==> src/hw/rtl/gamd_pkg.sv <==
// Shared types and constants for the grid axis mapping deriver.
`timescale 1ns / 1ps
`default_nettype none

package gamd_pkg;

    localparam int DEFAULT_INDEX_BITS = 12;

    // Configuration register indexes.
    localparam int CFG_ADDR_BITS = 1;
    localparam logic [CFG_ADDR_BITS-1:0] REG_REQUIRE_U_AXIS = 1'd0;
    localparam logic [CFG_ADDR_BITS-1:0] REG_REQUIRE_V_AXIS = 1'd1;
    localparam int CFG_DATA_BITS = 1;

    localparam int SIGN_BITS = 2;
    localparam int RESULT_DATA_BITS = 4 * SIGN_BITS;

    typedef logic signed [SIGN_BITS-1:0] sign_t;

    localparam sign_t SIGN_ZERO = 2'sb00;
    localparam sign_t SIGN_POS  = 2'sb01;
    localparam sign_t SIGN_NEG  = 2'sb11;

    // B step per unit step along one A axis.
    typedef struct packed {
        sign_t dv;
        sign_t du;
    } axis_map_t;

    localparam axis_map_t MAP_NONE = '{dv: SIGN_ZERO, du: SIGN_ZERO};

    typedef struct packed {
        logic  axes_ok;
        sign_t v_to_dv;
        sign_t v_to_du;
        sign_t u_to_dv;
        sign_t u_to_du;
    } result_t;

endpackage

`default_nettype wire

==> src/hw/rtl/gamd_step.sv <==
// Per-word update of the axis maps and evaluation of the run result.
`timescale 1ns / 1ps
`default_nettype none

module gamd_step #(
    parameter int INDEX_BITS = gamd_pkg::DEFAULT_INDEX_BITS
) (
    input  wire logic                    require_u,
    input  wire logic                    require_v,
    input  wire logic                    awaiting_origin,
    input  wire logic [INDEX_BITS-1:0]   src_u,
    input  wire logic [INDEX_BITS-1:0]   src_v,
    input  wire logic [INDEX_BITS-1:0]   dst_u,
    input  wire logic [INDEX_BITS-1:0]   dst_v,
    input  wire logic [INDEX_BITS-1:0]   origin_src_u,
    input  wire logic [INDEX_BITS-1:0]   origin_src_v,
    input  wire logic [INDEX_BITS-1:0]   origin_dst_u,
    input  wire logic [INDEX_BITS-1:0]   origin_dst_v,
    input  wire gamd_pkg::axis_map_t     u_map,
    input  wire gamd_pkg::axis_map_t     v_map,
    output gamd_pkg::axis_map_t          u_map_work,
    output gamd_pkg::axis_map_t          v_map_work,
    output gamd_pkg::result_t            result
);
    import gamd_pkg::*;

    logic      du_zero;
    logic      dv_zero;
    logic      du_neg;
    logic      dv_neg;
    logic      bu_zero;
    logic      bv_zero;
    logic      bu_neg;
    logic      bv_neg;
    logic      along_bu;
    logic      along_bv;
    logic      fix_u;
    logic      fix_v;
    logic      found_u;
    logic      found_v;
    logic      same_axis;
    logic      ok;
    axis_map_t u_fixed;
    axis_map_t v_fixed;

    function automatic sign_t unit_sign(input logic neg);
        return neg ? SIGN_NEG : SIGN_POS;
    endfunction

    always_comb
    begin
        du_zero  = (src_u == origin_src_u);
        dv_zero  = (src_v == origin_src_v);
        du_neg   = (src_u < origin_src_u);
        dv_neg   = (src_v < origin_src_v);
        bu_zero  = (dst_u == origin_dst_u);
        bv_zero  = (dst_v == origin_dst_v);
        bu_neg   = (dst_u < origin_dst_u);
        bv_neg   = (dst_v < origin_dst_v);
        along_bu = bv_zero && !bu_zero;
        along_bv = bu_zero && !bv_zero;

        // The sign of the mapping is the product of the A and B step signs.
        u_fixed.du = along_bu ? unit_sign(du_neg ^ bu_neg) : SIGN_ZERO;
        u_fixed.dv = along_bv ? unit_sign(du_neg ^ bv_neg) : SIGN_ZERO;
        v_fixed.du = along_bu ? unit_sign(dv_neg ^ bu_neg) : SIGN_ZERO;
        v_fixed.dv = along_bv ? unit_sign(dv_neg ^ bv_neg) : SIGN_ZERO;

        fix_u = require_u && (u_map == MAP_NONE) && dv_zero && !du_zero;
        fix_v = require_v && (v_map == MAP_NONE) && du_zero && !dv_zero;

        if (awaiting_origin)
        begin
            u_map_work = MAP_NONE;
            v_map_work = MAP_NONE;
        end
        else
        begin
            u_map_work = fix_u ? u_fixed : u_map;
            v_map_work = fix_v ? v_fixed : v_map;
        end

        found_u = (u_map_work != MAP_NONE);
        found_v = (v_map_work != MAP_NONE);

        // Unit maps along one B axis each are orthogonal only on different axes.
        same_axis = ((u_map_work.du != SIGN_ZERO) && (v_map_work.du != SIGN_ZERO))
                 || ((u_map_work.dv != SIGN_ZERO) && (v_map_work.dv != SIGN_ZERO));

        ok = !(require_u && !found_u) && !(require_v && !found_v)
          && !(found_u && found_v && ((u_map_work == v_map_work) || same_axis));

        result.axes_ok = ok;
        result.u_to_du = ok ? u_map_work.du : SIGN_ZERO;
        result.u_to_dv = ok ? u_map_work.dv : SIGN_ZERO;
        result.v_to_du = ok ? v_map_work.du : SIGN_ZERO;
        result.v_to_dv = ok ? v_map_work.dv : SIGN_ZERO;
    end

endmodule

`default_nettype wire

==> src/hw/rtl/grid_axis_mapping_deriver_core.sv <==
// Top level of the grid axis mapping deriver: stream ports, registers and control.
`timescale 1ns / 1ps
`default_nettype none

// Takes a run of matched (u,v) grid index pairs, one word per cycle, and on the
// word marked with tlast delivers one result word with the success flag in tuser
// and the four mapping signs in tdata. Each input word passes an input register
// and compare logic against the stored origin, so the block accepts a word every
// cycle; the last word's result is held in a result register. The only
// back-pressure comes from the result register when a result is not yet taken.
module grid_axis_mapping_deriver_core #(
    parameter int INDEX_BITS = gamd_pkg::DEFAULT_INDEX_BITS
) (
    input  wire logic                                  clk,
    input  wire logic                                  rst_n,
    input  wire logic                                  s_tvalid,
    output logic                                       s_tready,
    // Fields from bit 0 up: src_u, src_v, dst_u, dst_v, zero padding.
    input  wire logic [((4*INDEX_BITS+7)/8)*8-1:0]     s_tdata,
    input  wire logic                                  s_tlast,
    output logic                                       m_tvalid,
    input  wire logic                                  m_tready,
    // Fields from bit 0 up: u_to_du, u_to_dv, v_to_du, v_to_dv.
    output logic [gamd_pkg::RESULT_DATA_BITS-1:0]      m_tdata,
    // Fields from bit 0 up: axes_ok.
    output logic                                       m_tuser,
    input  wire logic                                  cfg_we,
    input  wire logic [gamd_pkg::CFG_ADDR_BITS-1:0]    cfg_addr,
    input  wire logic [gamd_pkg::CFG_DATA_BITS-1:0]    cfg_wdata
);
    import gamd_pkg::*;

    logic                  require_u_reg;
    logic                  require_v_reg;

    logic                  in_valid_reg;
    logic                  in_last_reg;
    logic [INDEX_BITS-1:0] in_src_u_reg;
    logic [INDEX_BITS-1:0] in_src_v_reg;
    logic [INDEX_BITS-1:0] in_dst_u_reg;
    logic [INDEX_BITS-1:0] in_dst_v_reg;

    logic                  awaiting_reg;
    logic [INDEX_BITS-1:0] origin_src_u_reg;
    logic [INDEX_BITS-1:0] origin_src_v_reg;
    logic [INDEX_BITS-1:0] origin_dst_u_reg;
    logic [INDEX_BITS-1:0] origin_dst_v_reg;
    axis_map_t             u_map_reg;
    axis_map_t             v_map_reg;
    axis_map_t             u_map_next;
    axis_map_t             v_map_next;

    logic                  out_valid_reg;
    result_t               out_result_reg;

    axis_map_t             u_map_work;
    axis_map_t             v_map_work;
    result_t               step_result;
    logic                  out_free;
    logic                  stage_go;
    logic                  s_accept;

    assign out_free = !out_valid_reg || m_tready;
    assign stage_go = in_valid_reg && (!in_last_reg || out_free);
    assign s_tready = !in_valid_reg || stage_go;
    assign s_accept = s_tvalid && s_tready;

    assign m_tvalid = out_valid_reg;
    assign m_tuser  = out_result_reg.axes_ok;
    assign m_tdata  = {out_result_reg.v_to_dv, out_result_reg.v_to_du,
                       out_result_reg.u_to_dv, out_result_reg.u_to_du};

    assign u_map_next = in_last_reg ? MAP_NONE : u_map_work;
    assign v_map_next = in_last_reg ? MAP_NONE : v_map_work;

    gamd_step #(
        .INDEX_BITS (INDEX_BITS)
    ) u_step (
        .require_u       (require_u_reg),
        .require_v       (require_v_reg),
        .awaiting_origin (awaiting_reg),
        .src_u           (in_src_u_reg),
        .src_v           (in_src_v_reg),
        .dst_u           (in_dst_u_reg),
        .dst_v           (in_dst_v_reg),
        .origin_src_u    (origin_src_u_reg),
        .origin_src_v    (origin_src_v_reg),
        .origin_dst_u    (origin_dst_u_reg),
        .origin_dst_v    (origin_dst_v_reg),
        .u_map           (u_map_reg),
        .v_map           (v_map_reg),
        .u_map_work      (u_map_work),
        .v_map_work      (v_map_work),
        .result          (step_result)
    );

    always_ff @(posedge clk or negedge rst_n)
    begin
        if (!rst_n)
        begin
            require_u_reg <= 1'b1;
            require_v_reg <= 1'b1;
        end
        else if (cfg_we)
        begin
            case (cfg_addr)
                REG_REQUIRE_U_AXIS: require_u_reg <= cfg_wdata[0];
                REG_REQUIRE_V_AXIS: require_v_reg <= cfg_wdata[0];
                default:            ;
            endcase
        end
    end

    always_ff @(posedge clk or negedge rst_n)
    begin
        if (!rst_n)
        begin
            in_valid_reg <= 1'b0;
        end
        else if (s_tready)
        begin
            in_valid_reg <= s_tvalid;
        end
    end

    always_ff @(posedge clk)
    begin
        if (s_accept)
        begin
            in_last_reg  <= s_tlast;
            in_src_u_reg <= s_tdata[0*INDEX_BITS +: INDEX_BITS];
            in_src_v_reg <= s_tdata[1*INDEX_BITS +: INDEX_BITS];
            in_dst_u_reg <= s_tdata[2*INDEX_BITS +: INDEX_BITS];
            in_dst_v_reg <= s_tdata[3*INDEX_BITS +: INDEX_BITS];
        end
    end

    always_ff @(posedge clk or negedge rst_n)
    begin
        if (!rst_n)
        begin
            awaiting_reg <= 1'b1;
            u_map_reg    <= MAP_NONE;
            v_map_reg    <= MAP_NONE;
        end
        else if (stage_go)
        begin
            awaiting_reg <= in_last_reg;
            u_map_reg    <= u_map_next;
            v_map_reg    <= v_map_next;
        end
    end

    always_ff @(posedge clk)
    begin
        if (stage_go && awaiting_reg)
        begin
            origin_src_u_reg <= in_src_u_reg;
            origin_src_v_reg <= in_src_v_reg;
            origin_dst_u_reg <= in_dst_u_reg;
            origin_dst_v_reg <= in_dst_v_reg;
        end
    end

    always_ff @(posedge clk or negedge rst_n)
    begin
        if (!rst_n)
        begin
            out_valid_reg <= 1'b0;
        end
        else if (stage_go && in_last_reg)
        begin
            out_valid_reg <= 1'b1;
        end
        else if (m_tready)
        begin
            out_valid_reg <= 1'b0;
        end
    end

    always_ff @(posedge clk)
    begin
        if (stage_go && in_last_reg)
        begin
            out_result_reg <= step_result;
        end
    end

    // A processed last word always rearms the origin capture and posts a result.
    a_last_rearms: assert property (@(posedge clk) disable iff (!rst_n)
        (stage_go && in_last_reg) |=> (awaiting_reg && out_valid_reg))
        else $error("last word did not rearm origin capture or post a result");

    // While waiting for an origin, no axis map may be held.
    a_idle_maps_clear: assert property (@(posedge clk) disable iff (!rst_n)
        awaiting_reg |-> ((u_map_reg == MAP_NONE) && (v_map_reg == MAP_NONE)))
        else $error("axis map held while waiting for a new origin");

    // A failed result carries no mapping signs.
    a_fail_signs_zero: assert property (@(posedge clk) disable iff (!rst_n)
        (m_tvalid && !m_tuser) |-> (m_tdata == '0))
        else $error("failed result carries nonzero mapping signs");

    // A successful result never maps both A axes onto B u.
    a_ok_orthogonal: assert property (@(posedge clk) disable iff (!rst_n)
        (m_tvalid && m_tuser && (out_result_reg.u_to_du != SIGN_ZERO)
            && (out_result_reg.v_to_du != SIGN_ZERO)) |-> 1'b0)
        else $error("successful result maps both A axes onto B u");

    // Each stored axis map runs along at most one B axis.
    a_map_single_axis: assert property (@(posedge clk) disable iff (!rst_n)
        !((u_map_reg.du != SIGN_ZERO) && (u_map_reg.dv != SIGN_ZERO))
        && !((v_map_reg.du != SIGN_ZERO) && (v_map_reg.dv != SIGN_ZERO)))
        else $error("axis map runs along both B axes");

endmodule

`default_nettype wire
==> config.mk <==
export PLATFORM = sky130hd
export DESIGN_NAME = grid_axis_mapping_deriver_core
export DESIGN_NICKNAME = d
export VERILOG_FILES = /design/src/hw/rtl/gamd_pkg.sv /design/src/hw/rtl/gamd_step.sv /design/src/hw/rtl/grid_axis_mapping_deriver_core.sv
export SDC_FILE = /design/constraint.sdc
export NUM_CORES = 1
export LEC_CHECK = 0
export ABC_AREA = 0
export BUFFER_PORTS_ARGS = -buffer_cell sky130_fd_sc_hd__buf_2
export CORE_MARGIN = 5
export CORE_UTILIZATION = 41
export CTS_CLUSTER_SIZE = 8
export DETAILED_ROUTE_END_ITERATION = 8
export GPL_TIMING_DRIVEN = 1
export SLEW_MARGIN = 10
export SYNTH_ARGS = -nofsm -noshare
export SYNTH_HDL_FRONTEND = slang
export SYNTH_HIERARCHICAL = 1
export SYNTH_SLANG_ARGS = --single-unit
==> constraint.sdc <==
create_clock -name clk -period 2.9 [get_ports clk]
set_clock_uncertainty 0.05 [all_clocks]
set_input_delay 0.58 -clock clk [delete_from_list [all_inputs] [get_ports clk]]
set_output_delay 0.58 -clock clk [all_outputs]
set_load 0.01 [all_outputs]
# Word level (Yosys, flattened, before mapping)
# Cells that the tools add are included.
# totals
register_bits	119
in_bits	56
out_inout_bits	11
wordCells	101
# op_classes
n_lt_le_gt_ge	4
n_eq_ne	5
n_mux	16
bitwise_logic	5
n_reduce_logical	48
# ops
op	count
$eq A12 B12 Y1	4
$lt A12 B12 Y1	4
$mux W4	6
$logic_and A1 B1 Y1	20
$mux W2	8
$logic_not A1 Y1	12
$reduce_bool A2 Y1	5
$logic_not A4 Y1	2
$reduce_bool A4 Y1	2
$logic_or A1 B1 Y1	5
$eq A4 B4 Y1	1
$reduce_and A2 Y1	2
$xor A1 B1 Y1	4
$mux W1	2
$not A1 Y1	1

# Depth between registers and ports, before layout
# Gate-level depths: netlist (run 1).
# logic_depth
word_depth	13
mapped_depth	10
mapped_depth_nobuf	10

# Modules after synthesis
# Netlist (run 1), hierarchy kept.
# by_module_without_submodules
module	instances	cells_each	area_each_um2	seq_area_each_um2
grid_axis_mapping_deriver_core	1	146	3719.8	3512.1
gamd_step	1	232	1599.0	0.0

# Worst setup path after synthesis (run 1)
# Ideal clock, no wire load.
# synth_timing
path_type	input port to flip-flop
from	input m_tready
to	register in_dst_u_reg[0] (enable)
setup_time_ns	0.412
t_arrival_ns	1.986
required_ns	2.438
path_slack_ns	0.453
path_stages	3
n_path_buf	0
cell_sequence	nor2b_1 > nand3_1 > and2_1
# synth_between
elab_chain_len	5
# synth_rtl
item	line_no	text
from (decl)	grid_axis_mapping_deriver_core.sv:22	input wire logic m_tready,
$logic_or A1 B1 Y1	grid_axis_mapping_deriver_core.sv:63	assign out_free = !out_valid_reg || m_tready;
$logic_or A1 B1 Y1	grid_axis_mapping_deriver_core.sv:64	assign stage_go = in_valid_reg && (!in_last_reg || out_free);
$logic_and A1 B1 Y1	grid_axis_mapping_deriver_core.sv:64	
$logic_or A1 B1 Y1	grid_axis_mapping_deriver_core.sv:65	assign s_tready = !in_valid_reg || stage_go;
net s_tready	grid_axis_mapping_deriver_core.sv:17	output logic s_tready,
$logic_and A1 B1 Y1	grid_axis_mapping_deriver_core.sv:66	assign s_accept = s_tvalid && s_tready;
net s_accept	grid_axis_mapping_deriver_core.sv:61	logic s_accept;
to (signal assigned)	grid_axis_mapping_deriver_core.sv:133	in_dst_u_reg <= s_tdata[2*INDEX_BITS +: INDEX_BITS];
to (decl)	grid_axis_mapping_deriver_core.sv:40	logic [INDEX_BITS-1:0] in_dst_u_reg;
# The timed path passes the listed nets, and every way through them passes these cells.
# A chain may end at the register's enable or synchronous reset.

# Worst setup path in the final report (run 1)
# layout_timing
from	register in_src_v_reg[3]
to	register out_result_reg (netlist bit m_tdata[4]) (data pin)
# layout_between
elab_chain_len	13
word_cells_on_any_way	38
cone_classes	order compare (1); eq/ne (2); mux (8); bitwise (2); reduce/logical (25)
# layout_rtl
item	line_no	text
from (decl)	grid_axis_mapping_deriver_core.sv:39	logic [INDEX_BITS-1:0] in_src_v_reg;
from (signal assigned)	grid_axis_mapping_deriver_core.sv:132	in_src_v_reg <= s_tdata[1*INDEX_BITS +: INDEX_BITS];
$lt A12 B12 Y1	gamd_step.sv:55	dv_neg = (src_v < origin_src_v);
$xor A1 B1 Y1, on equally long branches	gamd_step.sv:66, gamd_step.sv:67	
$mux W2	gamd_step.sv:47	return neg ? SIGN_NEG : SIGN_POS;
$mux W2, on equally long branches	gamd_step.sv:66, gamd_step.sv:67	
$mux W4	gamd_step.sv:80	v_map_work = fix_v ? v_fixed : v_map;
$mux W4	gamd_step.sv:72	if (awaiting_origin)
$reduce_bool A2 Y1, on equally long branches	gamd_step.sv:87, gamd_step.sv:88	
$logic_and A1 B1 Y1, on equally long branches	gamd_step.sv:87, gamd_step.sv:88	
$logic_or A1 B1 Y1	gamd_step.sv:88	|| ((u_map_work.dv != SIGN_ZERO) && (v_map_work.dv != SIGN_ZERO));
$logic_or A1 B1 Y1	gamd_step.sv:91	&& !(found_u && found_v && ((u_map_work == v_map_work) || same_axis));
$logic_and A1 B1 Y1	gamd_step.sv:91	
$logic_not A1 Y1	gamd_step.sv:91	
$logic_and A1 B1 Y1	gamd_step.sv:91	
to (signal assigned)	grid_axis_mapping_deriver_core.sv:185	out_result_reg <= step_result;
to (decl)	grid_axis_mapping_deriver_core.sv:54	result_t out_result_reg;
# Parallel ways exist; a longest one is shown, timed or not.

==> impl_results.md, run 1 <==
* Combinational Power Share at 0.079
* Synth Flop Type: edfxtp_1
* Worst slew pin tran at 0.742 ns
* Post-CTS Resized at 0
* Layout cells sized above 1 at 0.234
* Final net count at 565
* Total negative setup slack at 0 ns
* WL per Instance at approximately 15 µm
* Tcrit/Tclk final at 0.890
* Clock buffer count from CTS at 17
* P_sw at between 900 and 1000 µW
* Post-place instance area at ~5900 µm²
* Commonest cells in the netlist: edfxtp_1, inv_1, ha_1
* Fillers at between 1,000 and 1,500
* Non-filler instance count after layout at 646
* Antenna-violating nets left at 0
* Synth unique cells at 47
* Fin. Hold Viols at 0
* Clock Path Buffers at 2
* Sw frac at 0.214
* Die height at 124 µm
* Die area at 15,400 µm²
* Lkg Pwr at 0.00277 µW
* Area fraction of the dominant cell type after synthesis at 0.598
* Worst Hold Slack at between 0.003 and 0.004 ns
* Starting density of the core at 0.420
* Synth Instances at 378
* Post-synthesis sequential area ratio at 0.660
* Fin. max-slew vios at 0
* Number of diodes at 0
* GR Util All Layers at 0.139
* CP max FO at 5
* Crit Path Class: flip-flop to flip-flop
* Sink Count at ~120
* Clock root cell: clkbuf_16
* Total power per unit cell area at 684 nW/µm²
* Vias at 3,147
* Largest net degree at the start of global routing at 49
* Clock transition at the registers of the reported paths at about 0.05 ns
* # rows at 41
* Outcome: finished clean
* Die Wd at 124 µm
* H-tree lvl count at 4
* Power, Total at 4410 µW
* Via density at 4.87
* Setup Viol. Count Final at 0
* Post-CTS Hold Buffers at 0
* Max Freq at 387 MHz
* Leading area contributor after synthesis: edfxtp_1
* Internal power at 3470 µW
* Initial antenna violation count at 0
* CP endpoint kind: flip-flop
* Post-CTS Setup Inserts at 0
* Synth warn at 6
* Syn Area/Cell at 14.1 µm²
* Grt ovf at 0
* Post-synth EDFFs at 106
* Drt drc at 0
* First-pass GRT wire length at roughly 16,000 µm
* Drt total wl at 9800 µm
* Worst slew margin at 0.503
* Critical path data required time at 3.00 ns
* Largest cells by area after synthesis: edfxtp_1, ha_1, dfrtp_1
* Later-pin clock latency in the skew report at 0.41 ns
* Beginning of the critical path: in_src_v_reg[3]
* Syn_nets at 482
* Vias in the first global route at between 3,000 and 4,000
* #FFs+latches synth at 119
* CTS tree: yes
* Pre-antenna DRT Iters at 4
* R2r startpoint: in_src_v_reg[3]
* IO buf count at 66
* Maximum vdd drop at around 0.00054 V
* Ports at 67
* Max cap viols at 0
* DRT iter0 DRCs at about 190
* Count leader, synth: edfxtp_1
* Area Overhead vs Synth at 21.3%
* Final instance area at 6450 µm²
* Core area at approximately 13,000 µm²
* Placed cell count at 614
* Post-synthesis cell area at 5320 µm²
* Clk pwr share at 0.454
* Final estimated routing congestion in global placement at 0.883
* Period minus WS final at 2.58 ns
* Critical path startpoint category: flip-flop
* RSZ-0062 raised after global routing: no
* Post-synth ARST share at 0.109
* Hpwl dp at 6870 µm
* CP arrival at between 2 and 3 ns
* HP Class: input port to async pin
* Sequential power share at 0.468
-- cell families (layout without fill, tap and decap cells) --
group,count (synthesis),count (layout),synth area share
flops,119,119,0.660
fa+ha+maj,48,48,0.113
simple gates,75,75,0.0755
mux,2,2,0.00423
buf+inv,59,155,0.0438
compound gates,75,75,0.103
-- worst max-delay path: stages (launching register included) --
cell      delay (ns)
edfxtp_1        0.39
ha_1            0.33
nand4_1         0.14
or3_1           0.46
nor3_1          0.30
a21oi_1         0.15
o22a_2          0.27
o211ai_2        0.13
nor3_1          0.09
-- power groups by stage --
stage / logic, µW / registers, µW / clock network (µW)
floorplan: 232 / 2080 / 0
global placement: 343 / 2090 / 0
detailed placement: 349 / 2100 / 0
CTS: 352 / 2060 / 2050
global route: 400 / 2080 / 2130
finish: 347 / 2060 / 2000
-- layer usage --
layer,GRT usage,up-vias,wire [µm]
met5,0,-,0
met4,0.0657,0,138
met3,0.0486,11,573
met2,0.207,85,4460
met1,0.183,1477,4620
li1,-,1574,-
-- worst paths after layout --
path | to | slack [ns] | depth (start not counted)
max | m_tdata[4] | 0.32 | 8
min | m_tvalid | 0.004 | 1
max reg2reg | m_tdata[4] | 0.32 | 8
min reg2reg | origin_src_v_reg[0] | 0.40 | 0
max in group asynchronous | awaiting_reg | 2.51 | 1
min in group clk | in_src_v_reg[1] | 0.29 | 1
-- per-stage QoR --
| stage | setup slack [ns] | util |
|---|---|---|
| floorplan | 0.453 | - |
| global placement | 0.371 | 0.464 |
| detailed placement | 0.343 | 0.464 |
| CTS | 0.331 | 0.509 |
| global route | 0.128 | 0.509 |
| finish | 0.319 | 0.509 |
-- cell usage in the layout (no fill, tap or decap), drive strengths merged --
cell type,count
nor2,18
a22o,8
a221o,1
nor3,9
a31oi,3
inv,55
o211ai,6
o21bai,2
and4,3
o2111ai,1
o211a,3
nand3,4
o21ai,5
a211o,1
nand2b,2
dfstp,3
o22a,1
clkinv,2
or3,2
nor4,2
o21a,1
a21boi,1
dfrtp,10
mux2,2
nand2,12
nand4,11
a21o,13
nand3b,1
ha,48
buf,68
bufinv,1
a211oi,4
and3,3
edfxtp,106
and2,1
a21oi,25
clkbuf,29
nor2b,7
-- area by class of cell --
| type | count | area, µm² | area share |
|---|---|---|---|
| clock buffers | 29 | 531 | 0.0823 |
| flip-flops and latches | 119 | 3510 | 0.545 |
| inverters | 55 | 206 | 0.0320 |
| multi-input cells | 200 | 1580 | 0.244 |
| well taps | 172 | 215 | 0.0334 |
| repair buffers | 68 | 370 | 0.0574 |
| clock inverters | 3 | 40.0 | 0.00621 |
(Power assumes the default switching activity.)
==> run 2, diff against run 1 <==
clock period = 3.3 ns   (was 2.9 ns; I/O delays follow)
==> impl_results.md, run 2 (synthesized netlist as in run 1, its figures left out) <==
* Outcome: finished clean
* Drt total wl at roughly 9700 µm
* Clock root cell: clkbuf_16
* Power, Total at slightly below 4000 µW
* Maximum vdd drop at approximately 0.00053 V
* Critical path data required time at 3.39 ns
* Lkg Pwr at 0.00278 µW
* Crit path top cell by count: nor3_1
* Tcrit/Tclk final at 0.786
* Setup Viol. Count Final at 0
* Leading cell type in the layout, fill and taps excluded: edfxtp_1
* HP Class: input port to async pin
* Top delay family on crit path: simple AND/OR/NAND/NOR gates
* Die area at between 15,000 and 20,000 µm²
* Antenna-violating nets left at 0
* WL per Instance at around 15 µm
* Final net count at 567
* Post-CTS Resized at 0
* IO buf count at 66
* Ports at 67
* Later-pin clock latency in the skew report at 0.41 ns
* Total power per unit cell area at 615 nW/µm²
* Core area at ~13,000 µm²
* Layout cells sized above 1 at 0.244
* Period minus WS final at 2.59 ns
* Sequential power share at 0.456
* Clock transition at the registers of the reported paths at 0.05 ns
* Crit path cell chain: ha_1 > nand4_1 > or3_1 > nor3_1 > a21boi_0 > o22a_2 > o211ai_2 > nor3_1
* Max cap viols at 0
* Via density at 4.93
* Vias in the first global route at around 3,100
* Hpwl dp at 7130 µm
* Fin. max-slew vios at 0
* CP arrival at 2.68 ns
* Final estimated routing congestion in global placement at 0.904
* Vias at 3,195
* Initial antenna violation count at 0
* Max Freq at 386 MHz
* Largest net degree at the start of global routing at 29
* Clock buffer count from CTS at 17
* Sink Count at 119
* Worst slew pin tran at around 0.73 ns
* Grt ovf at 0
* H-tree lvl count at 4
* Pre-antenna DRT Iters at 4
* Combinational Power Share at 0.076
* Post-CTS Hold Buffers at 0
* Clock Path Buffers at 2
* # rows at 41
* Critical path startpoint category: flip-flop
* Slowest-stage cell, CP: or3_1
* Area Overhead vs Synth at 21.7%
* CTS tree: yes
* Internal power at 3130 µW
* Worst slew margin at 0.512
* Drt drc at 0
* Clk pwr share at 0.468
* WP buf/inv at 0
* CP peak stage delay at 0.44 ns
* P_sw at 846 µW
* RSZ-0062 raised after global routing: no
* Total negative setup slack at 0 ns
* Post-CTS Setup Inserts at 0
* Crit Path Class: flip-flop to flip-flop
* Fin. Hold Viols at 0
* Most frequent cells in the layout: edfxtp_1, buf_2, inv_1
* Die height at 124 µm
* First-pass GRT wire length at 15,500 µm
* CP max FO at 5
* DRT iter0 DRCs at approximately 240
* GR Util All Layers at 0.137
* Die Wd at 124 µm
* Sw frac at 0.213
* Number of diodes at 0
* Starting density of the core at 0.420
* CP endpoint kind: flip-flop
[run 2: layout make-up]
class                           count  area (µm²)
Tap cell                          172         215
Timing Repair Buffer               70         360
Clock inverter                      9         125
Clock buffer                       23         478
Inverter                           55         206
Fill cell                        1105        6200
Sequential cell                   119        3510
Multi-Input combinational cell    200        1580
[run 2: power by group through the flow]
stage,combinational [µW],sequential (µW),clock [µW]
floorplan,204,1830,0
global placement,298,1840,0
detailed placement,304,1840,0
CTS,308,1810,1900
global route,344,1820,1980
finish,302,1810,1860
[run 2: through the flow]
step	instance area (µm²)	hold WS, ns	instances	util	setup slack (ns)
after detailed placement	5870	0.388	616	0.463	0.770
final	6470	0.0804	648	0.511	0.706
after CTS	6470	0.0678	648	0.511	0.744
after global placement	5870	0.385	616	0.463	0.789
after global routing	6470	0.0840	648	0.511	0.492
after floorplan	5320	0.314	378	-	0.773
[run 2: worst paths after layout]
kind / from / to / slack (ns) / cells after the start
max: in_src_v_reg[3] / m_tdata[4] / 0.71 / 8
min: rst_n / v_map_reg[0] / 0.08 / 1
max reg2reg: in_src_v_reg[3] / m_tdata[4] / 0.71 / 8
min reg2reg: in_dst_u_reg[0] / origin_dst_u_reg[0] / 0.40 / 0
max in group asynchronous: rst_n / require_u_reg / 2.84 / 1
min in group clk: s_tdata[26] / in_dst_u_reg[2] / 0.37 / 1
[run 2: routing by layer]
metal  routed length (µm)  vias up  global-route usage
li1                     -     1583                   -
met1                 4400     1488               0.178
met2                 4430      114               0.205
met3                  789       10              0.0531
met4                  112        0              0.0554
met5                    0        -                   0
